## config.mk

```make
export PLATFORM = sky130hd
export DESIGN_NAME = servo_clamp_force_controller
export DESIGN_NICKNAME = d
export VERILOG_FILES = /design/src/rtl/core/scfc_pkg.sv /design/src/rtl/core/scfc_csr.sv /design/src/rtl/core/scfc_step.sv /design/src/rtl/core/servo_clamp_force_controller.sv
export SDC_FILE = /design/constraint.sdc
export NUM_CORES = 1
export LEC_CHECK = 0
export BUFFER_PORTS_ARGS = -buffer_cell sky130_fd_sc_hd__buf_2
export CELL_PAD_IN_SITES_DETAIL_PLACEMENT = 0
export CELL_PAD_IN_SITES_GLOBAL_PLACEMENT = 1
export CORE_ASPECT_RATIO = 1.2
export CORE_UTILIZATION = 48
export DETAILED_ROUTE_END_ITERATION = 10
export GPL_TIMING_DRIVEN = 0
export PLACE_DENSITY_LB_ADDON = 0.2
export SLEW_MARGIN = 20
export SYNTH_ARGS = -nofsm -noshare
export SYNTH_HDL_FRONTEND = slang
export SYNTH_SLANG_ARGS = --single-unit
```

## constraint.sdc

```tcl
create_clock -name clock -period 10.68 [get_ports clock]
set_clock_uncertainty 0.05 [all_clocks]
set_input_delay 1.068 -clock clock [delete_from_list [all_inputs] [get_ports clock]]
set_output_delay 1.068 -clock clock [all_outputs]
set_load 0.01 [all_outputs]
```

## src/rtl/core/scfc_pkg.sv

```systemverilog
// ----------------------------------------------------------------------------
// scfc_pkg
// shared types, widths and codes of the servo clamp force controller
// ----------------------------------------------------------------------------
package scfc_pkg;

   // field widths
   localparam int SAMPLE_BITS = 16;
   localparam int PULSE_W     = 12;
   localparam int GAIN_W      = 6;
   localparam int GUARD_W     = 8;
   localparam int CSR_INDEX_W = 3;
   localparam int CSR_DATA_W  = (SAMPLE_BITS > PULSE_W) ? SAMPLE_BITS : PULSE_W;
   localparam int REQ_TDATA_W = ((5 + 2 * SAMPLE_BITS + 7) / 8) * 8;
   localparam int RSP_TDATA_W = 24;

   // reset values of the control registers
   localparam logic [SAMPLE_BITS-1:0] FORCE_THR_RST   = SAMPLE_BITS'(300);
   localparam logic [SAMPLE_BITS-1:0] CURRENT_THR_RST = SAMPLE_BITS'(300);
   localparam logic [SAMPLE_BITS-1:0] RELEASE_THR_RST = SAMPLE_BITS'(50);
   localparam logic [PULSE_W-1:0]     PULSE_OPEN_RST  = PULSE_W'(2000);
   localparam logic [PULSE_W-1:0]     PULSE_CLOSE_RST = PULSE_W'(1000);
   localparam logic [PULSE_W-1:0]     PULSE_STOP_RST  = PULSE_W'(1520);
   localparam logic [GAIN_W-1:0]      BAND_GAIN_RST   = GAIN_W'(13);
   localparam logic [GUARD_W-1:0]     GUARD_TICKS_RST = GUARD_W'(50);

   // command codes, code 3 behaves as float
   localparam logic [1:0] CMD_FLOAT = 2'd0;
   localparam logic [1:0] CMD_CLOSE = 2'd1;
   localparam logic [1:0] CMD_OPEN  = 2'd2;

   // status message codes
   localparam logic [1:0] MSG_FLOATING = 2'd0;
   localparam logic [1:0] MSG_CLAMPED  = 2'd1;
   localparam logic [1:0] MSG_RELEASED = 2'd2;

   // operating mode
   typedef enum logic [1:0] {
      MODE_FLOAT = 2'd0,
      MODE_CLOSE = 2'd1,
      MODE_OPEN  = 2'd2
   } mode_type;

   // control register indexes
   typedef enum logic [CSR_INDEX_W-1:0] {
      REG_FORCE_THR   = 3'd0,
      REG_CURRENT_THR = 3'd1,
      REG_RELEASE_THR = 3'd2,
      REG_PULSE_OPEN  = 3'd3,
      REG_PULSE_CLOSE = 3'd4,
      REG_PULSE_STOP  = 3'd5,
      REG_BAND_GAIN   = 3'd6,
      REG_GUARD_TICKS = 3'd7
   } csr_index_type;

   typedef struct packed {
      logic [SAMPLE_BITS-1:0] force_threshold;
      logic [SAMPLE_BITS-1:0] current_threshold;
      logic [SAMPLE_BITS-1:0] release_threshold;
      logic [PULSE_W-1:0]     pulse_open;
      logic [PULSE_W-1:0]     pulse_close;
      logic [PULSE_W-1:0]     pulse_stop;
      logic [GAIN_W-1:0]      band_gain_tenths;
      logic [GUARD_W-1:0]     guard_ticks;
   } cfg_type;

   typedef struct packed {
      logic                   command_valid;
      logic [1:0]             command;
      logic [SAMPLE_BITS-1:0] force_sample;
      logic [SAMPLE_BITS-1:0] current_sample;
      logic                   switch_a;
      logic                   switch_b;
   } item_type;

   typedef struct packed {
      logic [PULSE_W-1:0] servo_pulse;
      logic               message_valid;
      logic [1:0]         message;
      logic               red_led;
      logic               green_led;
   } result_type;

endpackage

```

## src/rtl/core/scfc_csr.sv

```systemverilog
// ----------------------------------------------------------------------------
// scfc_csr
// control register file, write only, one register per write
// ----------------------------------------------------------------------------
module scfc_csr (
   input  logic                              clock,
   input  logic                              reset,
   input  logic                              csr_we,
   input  logic [scfc_pkg::CSR_INDEX_W-1:0]  csr_index,
   input  logic [scfc_pkg::CSR_DATA_W-1:0]   csr_wdata,
   output scfc_pkg::cfg_type                 cfg
);
   import scfc_pkg::*;

   cfg_type cfg_ff;
   cfg_type cfg_in;

   // decode the write onto the addressed register
   always_comb begin
      cfg_in = cfg_ff;
      if (csr_we) begin
         case (csr_index_type'(csr_index))
            REG_FORCE_THR:   cfg_in.force_threshold   = csr_wdata[SAMPLE_BITS-1:0];
            REG_CURRENT_THR: cfg_in.current_threshold = csr_wdata[SAMPLE_BITS-1:0];
            REG_RELEASE_THR: cfg_in.release_threshold = csr_wdata[SAMPLE_BITS-1:0];
            REG_PULSE_OPEN:  cfg_in.pulse_open        = csr_wdata[PULSE_W-1:0];
            REG_PULSE_CLOSE: cfg_in.pulse_close       = csr_wdata[PULSE_W-1:0];
            REG_PULSE_STOP:  cfg_in.pulse_stop        = csr_wdata[PULSE_W-1:0];
            REG_BAND_GAIN:   cfg_in.band_gain_tenths  = csr_wdata[GAIN_W-1:0];
            REG_GUARD_TICKS: cfg_in.guard_ticks       = csr_wdata[GUARD_W-1:0];
            default:         cfg_in = cfg_ff;
         endcase
      end
   end

   // register storage with power-on defaults
   always_ff @(posedge clock) begin
      if (reset) begin
         cfg_ff.force_threshold   <= FORCE_THR_RST;
         cfg_ff.current_threshold <= CURRENT_THR_RST;
         cfg_ff.release_threshold <= RELEASE_THR_RST;
         cfg_ff.pulse_open        <= PULSE_OPEN_RST;
         cfg_ff.pulse_close       <= PULSE_CLOSE_RST;
         cfg_ff.pulse_stop        <= PULSE_STOP_RST;
         cfg_ff.band_gain_tenths  <= BAND_GAIN_RST;
         cfg_ff.guard_ticks       <= GUARD_TICKS_RST;
      end else begin
         cfg_ff <= cfg_in;
      end
   end

   assign cfg = cfg_ff;

endmodule

```

## src/rtl/core/scfc_step.sv

```systemverilog
// ----------------------------------------------------------------------------
// scfc_step
// per-tick mode update: command decode, limit guard, closing, holding loop,
// opening and floating, with the controller state registers
// ----------------------------------------------------------------------------
module scfc_step (
   input  logic                 clock,
   input  logic                 reset,
   input  scfc_pkg::cfg_type    cfg,
   input  logic                 advance,
   input  scfc_pkg::item_type   item,
   output scfc_pkg::result_type result
);
   import scfc_pkg::*;

   localparam int PROD_W = SAMPLE_BITS + GAIN_W;
   localparam int SP_W   = PULSE_W + 2;

   // controller state
   mode_type               mode_ff, mode_in;
   logic                   holding_ff, holding_in;
   logic [SAMPLE_BITS-1:0] captured_ff, captured_in;
   logic [PULSE_W-1:0]     servo_ff, servo_in;
   logic [GUARD_W-1:0]     guard_count_ff, guard_count_in;
   logic                   guard_opens_ff, guard_opens_in;
   logic                   green_ff, green_in;

   // intermediate values
   logic [1:0]              cmd;
   logic                    sa_pressed;
   logic                    sb_pressed;
   logic [PROD_W-1:0]       force_x10;
   logic [PROD_W-1:0]       band_upper;
   logic signed [SP_W-1:0]  pulse_adj;
   logic signed [SP_W-1:0]  pulse_sat;
   logic [GUARD_W-1:0]      guard_len;

   assign cmd        = (item.command == 2'd3) ? CMD_FLOAT : item.command;
   assign sa_pressed = ~item.switch_a;
   assign sb_pressed = ~item.switch_b;
   assign force_x10  = PROD_W'(item.force_sample) * PROD_W'(10);
   assign band_upper = PROD_W'(captured_ff) * PROD_W'(cfg.band_gain_tenths);
   assign guard_len  = (cfg.guard_ticks == '0) ? GUARD_W'(1) : cfg.guard_ticks;

   // bang-bang step of the holding loop, then saturation to [close, open]
   always_comb begin
      pulse_adj = signed'({2'b00, servo_ff});
      if (force_x10 >= band_upper) begin
         pulse_adj = pulse_adj + SP_W'(1);
      end else if (item.force_sample <= captured_ff) begin
         pulse_adj = pulse_adj - SP_W'(1);
      end
      if (pulse_adj < signed'({2'b00, cfg.pulse_close})) begin
         pulse_sat = signed'({2'b00, cfg.pulse_close});
      end else if (pulse_adj > signed'({2'b00, cfg.pulse_open})) begin
         pulse_sat = signed'({2'b00, cfg.pulse_open});
      end else begin
         pulse_sat = pulse_adj;
      end
   end

   // command, then the tick's action in the resulting mode
   always_comb begin
      mode_in        = mode_ff;
      holding_in     = holding_ff;
      captured_in    = captured_ff;
      servo_in       = servo_ff;
      guard_count_in = guard_count_ff;
      guard_opens_in = guard_opens_ff;
      green_in       = green_ff;
      result         = '0;

      // command decode
      if (item.command_valid) begin
         case (mode_ff)
            MODE_CLOSE: begin
               if (cmd == CMD_OPEN) begin
                  if (holding_ff) green_in = 1'b0;
                  mode_in    = MODE_OPEN;
                  holding_in = 1'b0;
               end
            end
            MODE_OPEN: begin
               if (cmd != CMD_OPEN) begin
                  green_in   = 1'b0;
                  mode_in    = mode_type'(cmd);
                  holding_in = 1'b0;
               end
            end
            default: begin
               if (cmd != CMD_FLOAT) begin
                  mode_in    = mode_type'(cmd);
                  holding_in = 1'b0;
               end
            end
         endcase
      end

      // action
      if (guard_count_ff != '0) begin
         guard_count_in     = guard_count_ff - GUARD_W'(1);
         result.servo_pulse = guard_opens_ff ? cfg.pulse_open : cfg.pulse_close;
         result.red_led     = 1'b1;
      end else if (mode_in != MODE_OPEN && (sa_pressed || sb_pressed)) begin
         guard_opens_in     = sa_pressed;
         guard_count_in     = guard_len - GUARD_W'(1);
         result.servo_pulse = sa_pressed ? cfg.pulse_open : cfg.pulse_close;
         result.red_led     = 1'b1;
      end else begin
         case (mode_in)
            MODE_OPEN: begin
               if (sb_pressed) begin
                  green_in           = 1'b0;
                  result.servo_pulse = cfg.pulse_stop;
               end else begin
                  green_in             = 1'b1;
                  result.servo_pulse   = cfg.pulse_open;
                  result.message_valid = 1'b1;
                  result.message       = (item.force_sample < cfg.release_threshold) ?
                                         MSG_RELEASED : MSG_FLOATING;
               end
            end
            MODE_CLOSE: begin
               result.message_valid = 1'b1;
               if (holding_in) begin
                  servo_in           = pulse_sat[PULSE_W-1:0];
                  result.servo_pulse = pulse_sat[PULSE_W-1:0];
                  result.message     = MSG_CLAMPED;
               end else if (item.force_sample >= cfg.force_threshold &&
                            item.current_sample >= cfg.current_threshold) begin
                  green_in           = 1'b1;
                  captured_in        = item.force_sample;
                  servo_in           = cfg.pulse_stop;
                  holding_in         = 1'b1;
                  result.servo_pulse = cfg.pulse_stop;
                  result.message     = MSG_CLAMPED;
               end else begin
                  result.servo_pulse = cfg.pulse_close;
                  result.message     = MSG_FLOATING;
               end
            end
            default: begin
               result.servo_pulse   = cfg.pulse_stop;
               result.message_valid = 1'b1;
               result.message       = MSG_FLOATING;
            end
         endcase
      end

      result.green_led = green_in;
   end

   // state registers, updated once per processed tick
   always_ff @(posedge clock) begin
      if (reset) begin
         mode_ff        <= MODE_FLOAT;
         holding_ff     <= 1'b0;
         captured_ff    <= '0;
         servo_ff       <= PULSE_STOP_RST;
         guard_count_ff <= '0;
         guard_opens_ff <= 1'b0;
         green_ff       <= 1'b0;
      end else if (advance) begin
         mode_ff        <= mode_in;
         holding_ff     <= holding_in;
         captured_ff    <= captured_in;
         servo_ff       <= servo_in;
         guard_count_ff <= guard_count_in;
         guard_opens_ff <= guard_opens_in;
         green_ff       <= green_in;
      end
   end

endmodule

```

## src/rtl/core/servo_clamp_force_controller.sv

```systemverilog
// ----------------------------------------------------------------------------
// servo_clamp_force_controller
// servo clamp force controller, one sample tick in, one result out
// ----------------------------------------------------------------------------
// usage:
//   req_* carries one sample tick per transfer (command, force and current
//   samples, active-low limit switches); rsp_* returns one result per tick
//   (servo pulse, status message, led states) in the same order.
//   csr_* writes the control registers; write only while no tick is in flight.
// flow and throughput:
//   a tick accepted at one edge lands in the input register, is evaluated by
//   the mode logic and captured in the result register when that register is
//   free, then rsp_tvalid rises. one tick per cycle sustained while rsp_tready
//   is high, set by the single pass through the mode logic per cycle.
// reset:
//   synchronous, active high; empties both registers, restores the control
//   register defaults and returns the controller to floating with the stop
//   pulse and both leds off.
// stall:
//   while rsp_tready is low the result holds; one more tick may wait in the
//   input register, after which req_tready drops until the result is taken.
// ----------------------------------------------------------------------------
module servo_clamp_force_controller (
   input  logic                                clock,
   input  logic                                reset,
   // sample tick channel
   input  logic                                req_tvalid,
   output logic                                req_tready,
   // command_valid, command, force_sample, current_sample, switch_a,
   // switch_b, zero fill
   input  logic [scfc_pkg::REQ_TDATA_W-1:0]    req_tdata,
   // result channel
   output logic                                rsp_tvalid,
   input  logic                                rsp_tready,
   // servo_pulse, message_valid, message, red_led, green_led, zero fill
   output logic [scfc_pkg::RSP_TDATA_W-1:0]    rsp_tdata,
   // control register write port
   input  logic                                csr_we,
   input  logic [scfc_pkg::CSR_INDEX_W-1:0]    csr_index,
   input  logic [scfc_pkg::CSR_DATA_W-1:0]     csr_wdata
);
   import scfc_pkg::*;

   localparam int REQ_USED_W = 5 + 2 * SAMPLE_BITS;
   localparam int RSP_USED_W = PULSE_W + 5;

   cfg_type    cfg;
   item_type   item_ff;
   item_type   item_unpacked;
   result_type result;
   logic       in_valid_ff;
   logic       out_valid_ff;
   logic [RSP_TDATA_W-1:0] rsp_data_ff;
   logic [RSP_TDATA_W-1:0] rsp_data_in;
   logic       advance;

   // unpack the request payload, lowest field first
   assign item_unpacked.command_valid  = req_tdata[0];
   assign item_unpacked.command        = req_tdata[2:1];
   assign item_unpacked.force_sample   = req_tdata[3 +: SAMPLE_BITS];
   assign item_unpacked.current_sample = req_tdata[3 + SAMPLE_BITS +: SAMPLE_BITS];
   assign item_unpacked.switch_a       = req_tdata[3 + 2 * SAMPLE_BITS];
   assign item_unpacked.switch_b       = req_tdata[4 + 2 * SAMPLE_BITS];

   // handshake: the input stage moves on when the result register is empty or its result is taken
   assign advance    = in_valid_ff && (!out_valid_ff || rsp_tready);
   assign req_tready = !in_valid_ff || advance;

   // control registers
   scfc_csr u_csr (
      .clock     (clock),
      .reset     (reset),
      .csr_we    (csr_we),
      .csr_index (csr_index),
      .csr_wdata (csr_wdata),
      .cfg       (cfg)
   );

   // mode logic and controller state
   scfc_step u_step (
      .clock   (clock),
      .reset   (reset),
      .cfg     (cfg),
      .advance (advance),
      .item    (item_ff),
      .result  (result)
   );

   // pack the result, lowest field first
   assign rsp_data_in = {{(RSP_TDATA_W - RSP_USED_W){1'b0}},
                         result.green_led, result.red_led, result.message,
                         result.message_valid, result.servo_pulse};

   // input register
   always_ff @(posedge clock) begin
      if (reset) begin
         in_valid_ff <= 1'b0;
      end else if (req_tready) begin
         in_valid_ff <= req_tvalid;
      end
   end

   always_ff @(posedge clock) begin
      if (req_tvalid && req_tready) begin
         item_ff <= item_unpacked;
      end
   end

   // result register
   always_ff @(posedge clock) begin
      if (reset) begin
         out_valid_ff <= 1'b0;
      end else if (advance) begin
         out_valid_ff <= 1'b1;
      end else if (rsp_tready) begin
         out_valid_ff <= 1'b0;
      end
   end

   always_ff @(posedge clock) begin
      if (advance) begin
         rsp_data_ff <= rsp_data_in;
      end
   end

   assign rsp_tvalid = out_valid_ff;
   assign rsp_tdata  = rsp_data_ff;

   // upper request bits are zero fill
   logic unused_req_fill;
   assign unused_req_fill = ^req_tdata[REQ_TDATA_W-1:REQ_USED_W];

endmodule

```

==> summary.txt <==
Outcome
  – Status: finished, final reports clean

CTS
  – # Post-CTS Setup Buffers: 0
  – CTS buffer count: 17
  – CTS Sinks: 195
  – CTS H-tree lvls: 4
  – Reg clk slew, reported paths: 0.07 ns
  – CTS tree: yes
  – Clock Latency Late Sink: 0.45 ns
  – Max Root-Sink Buffers: 2
  – Post-CTS sizing: 0
  – Root Buffer: clkbuf_16
  – Post-cts hold buffer count: 0

Drt
  – DRT Pass-1 Iters: 5
  – Initial DRC count: 830
  – Routed WL per cell: 18.4 um
  – Drt via density: 5.59
  – Final ANT Viol Nets: 0
  – Detailed-route DRC error count: 0
  – Via Count: 12.2k
  – Routed WL: 40100 um

GRT
  – Largest net degree at the start of global routing: 26
  – Grt total ovfl: 0
  – Overall Global Routing Usage: 26.2%
  – Initial antenna violation count: 0
  – First-pass GRT wire length: 63800 um
  – Vias in the first global route: 12.0k

Placement
  – IO buf count: 71
  – Dpl cell area: 0.0156 sq mm
  – Pre-CTS setup slack: 0.265 ns
  – Routability cong.: 0.882
  – Dpl cells: 2147
  – Post-DP HPWL: 31700 um

Synthesis
  – Fraction of registers with async set or reset after synthesis: 0%
  – Avg Inst Size Synth: 8.75 sq um
  – Seq cells post-synth: 195
  – Syn Std Cell Area: 0.0147 sq mm
  – Ys Warns: 0
  – EDFF count, synth: 54
  – Mapped Cells: 1679
  – Top_reg_cell synth: dfxtp_1
  – Post-synthesis sequential area ratio: 30.3%
  – Unique cell type count in the Yosys netlist: 85

Worst setup path
  – Slowest cell on crit path: fa_1
  – Crit-path most repeated cell: a21o_1
  – Crit path DAT: 10.28 ns
  – Required @ worst endpoint: 10.84 ns
  – Critical Path Start Type: flop
  – Max incr delay on CP: 0.54 ns
  – Crit Path Category: reg -> reg
  – Crit path capture type: flop
  – Crit path max fanout: 10

Layout
  – # diodes: 0
  – Share of post-route cells with drive strength above 1: 9.50%
  – Fin nets: 2070
  – Finished Layout Cells: 2179
  – Post-layout instance area: 0.0162 sq mm
  – Area Growth Syn to Fin: 10.5%

Min path
  – Hold WC Path Type: reg -> reg

Timing
  – Final period utilization: 94.8%
  – Final Hold Violating Endpoints: 0
  – Tmin final: 10.12 ns
  – Setup tns final: 0 ns
  – F_max: 98.8 MHz
  – Count of pins over their slew limit: 0
  – Setup ws final: 0.560 ns
  – Worst-Margin Slew: 1.07 ns
  – RSZ-0062 raised after global routing: false
  – Final setup viols: 0
  – Worst relative slew slack: 28.4%

Power
  – Clock power frac: 34.7%
  – Sequential Power Share: 42.3%
  – P per Cell Area: 120 mW/mm^2
  – Net Sw Frac: 31.4%
  – Tot Pwr: 1.96 mW
  – Net switching power: 0.614 mW
  – Worst vdd ir: 0.000115 V
  – Pint: 1.34 mW
  – Comb pwr share: 23.0%
  – Leak: 7.00 nW

Floorplanning
  – Ports: 90
  – Die W: 162 um
  – Core ar.: 0.0299 sq mm
  – Chip height: 194 um
  – Starting Density: 49.2%
  – DIE AREA: 0.0313 sq mm
  – FP Rows: 69

Flow run
  – Max Cap Viol: 0
[logic make-up after synthesis]
kind of cell	count (synthesis)	synth area share, %
flops	195	30.3
buf+inv	240	6.59
simple gates	573	18.6
xor+xnor	38	2.27
fa+ha+maj	230	22.6
mux	42	2.97
compound gates	360	16.7
other cells	1	0.0255
[synthesized netlist by cell type, types with 5 or more instances]
cell type | count | share of area, %
nand2_1 | 210 | 5.4
ha_1 | 172 | 15
inv_1 | 164 | 4.2
dfxtp_1 | 141 | 19
a21oi_1 | 128 | 4.4
nor2_1 | 121 | 3.1
and2_1 | 74 | 3.2
fa_1 | 58 | 7.9
edfxtp_1 | 54 | 11
clkbuf_1 | 51 | 1.3
a21o_1 | 42 | 2.1
o21ai_0 | 39 | 1.3
mux2i_1 | 32 | 2.2
nor3_1 | 29 | 0.99
a211o_1 | 27 | 1.6
nor2b_1 | 26 | 1.1
xnor2_1 | 25 | 1.5
nand3_1 | 21 | 0.72
nand2b_1 | 19 | 0.81
nand4_1 | 15 | 0.64
a211oi_1 | 14 | 0.72
o221ai_1 | 13 | 0.78
xor2_1 | 13 | 0.78
nand3b_1 | 11 | 0.56
nor4_1 | 11 | 0.47
a221oi_1 | 9 | 0.54
a222oi_1 | 9 | 0.61
a31oi_1 | 9 | 0.38
buf_4 | 9 | 0.46
mux2_2 | 8 | 0.61
and3_1 | 7 | 0.30
a21boi_0 | 6 | 0.31
a22oi_1 | 5 | 0.26
buf_2 | 5 | 0.17
o211ai_1 | 5 | 0.26
or3_1 | 5 | 0.21
or4_1 | 5 | 0.26
[flip-flops by register name, summed over array words and instances, names as in the netlist, 2 cells and up]
register / count
item_ff: 37
u_step.captured_ff: 16
rsp_tdata: 17
u_step.guard_count_ff: 8
u_csr.cfg: 98
u_step.mode_ff: 2
u_step.servo_ff: 12
[layout make-up]
| class | count | area [sq um] |
|---|---|---|
| plain buffers | 75 | 357 |
| inverters | 165 | 619 |
| repair buffers | 72 | 383 |
| multi-input cells | 1250 | 9310 |
| flip-flops and latches | 195 | 4450 |
| fillers | 2882 | 13600 |
| clock buffers | 19 | 453 |
| well taps | 390 | 488 |
| clock inverters | 13 | 165 |
[path summary, 6_finish.rpt]
| check | start | endpoint | slack [ns] | cells after the start |
|---|---|---|---|---|
| setup reg to reg | u_csr.cfg[9] | rsp_tdata[1] | 0.56 | 40 |
| setup / recovery | u_csr.cfg[9] | rsp_tdata[1] | 0.56 | 40 |
| hold reg to reg | u_csr.cfg[57] | u_csr.cfg[57] | 0.41 | 2 |
| hold / removal | u_csr.cfg[57] | u_csr.cfg[57] | 0.41 | 2 |
[power by group through the flow]
stage	logic (mW)	registers (mW)	clock network [mW]
2_1_floorplan	0.313	0.836	0
3_3_place_gp	0.438	0.844	0
3_5_place_dp	0.446	0.844	0
4_1_cts	0.449	0.827	0.687
5_1_grt	0.502	0.831	0.715
6_report	0.449	0.828	0.678
[routing by layer]
layer / vias to the layer above / global-route usage [%] / part of all wire, %
li1: 6023 / - / -
met1: 5816 / 34.0 / 45
met2: 299 / 44.5 / 48
met3: 44 / 3.15 / 4.4
met4: 0 / 9.85 / 2.9
met5: - / 0 / 0
[cells in the final DEF, fill, tap and decap left out, types with 15 or more instances in the layout]
| cell type | synthesis | final |
|---|---|---|
| a211o_1 | 27 | 27 |
| a21o_1 | 42 | 42 |
| a21oi_1 | 128 | 128 |
| and2_1 | 74 | 73 |
| buf_2 | 5 | 76 |
| clkbuf_1 | 51 | 45 |
| clkbuf_16 | 0 | 17 |
| dfxtp_1 | 141 | 136 |
| edfxtp_1 | 54 | 54 |
| fa_1 | 58 | 58 |
| ha_1 | 172 | 172 |
| inv_1 | 164 | 164 |
| mux2i_1 | 32 | 32 |
| nand2_1 | 210 | 210 |
| nand2b_1 | 19 | 19 |
| nand3_1 | 21 | 21 |
| nand4_1 | 15 | 15 |
| nor2_1 | 121 | 121 |
| nor2b_1 | 26 | 26 |
| nor3_1 | 29 | 28 |
| o21ai_0 | 39 | 39 |
| xnor2_1 | 25 | 25 |
[stage by stage]
stage | hold WS, ns | util, %
after floorplan | 0.386 | -
after global placement | 0.393 | 52.1
after detailed placement | 0.397 | 52.2
after CTS | 0.407 | 54.2
after global routing | 0.417 | 54.3
final | 0.407 | 54.3
[critical path: cells and delay by family, from the launching register on]
kind / cells / cell delay, ns
compound gates: 19 / 4.43
xor+xnor: 2 / 0.36
fa+ha+maj: 6 / 2.32
buf+inv: 6 / 0.95
flops: 1 / 0.51
simple gates: 7 / 1.25
Power figures use the tool's default switching activity.
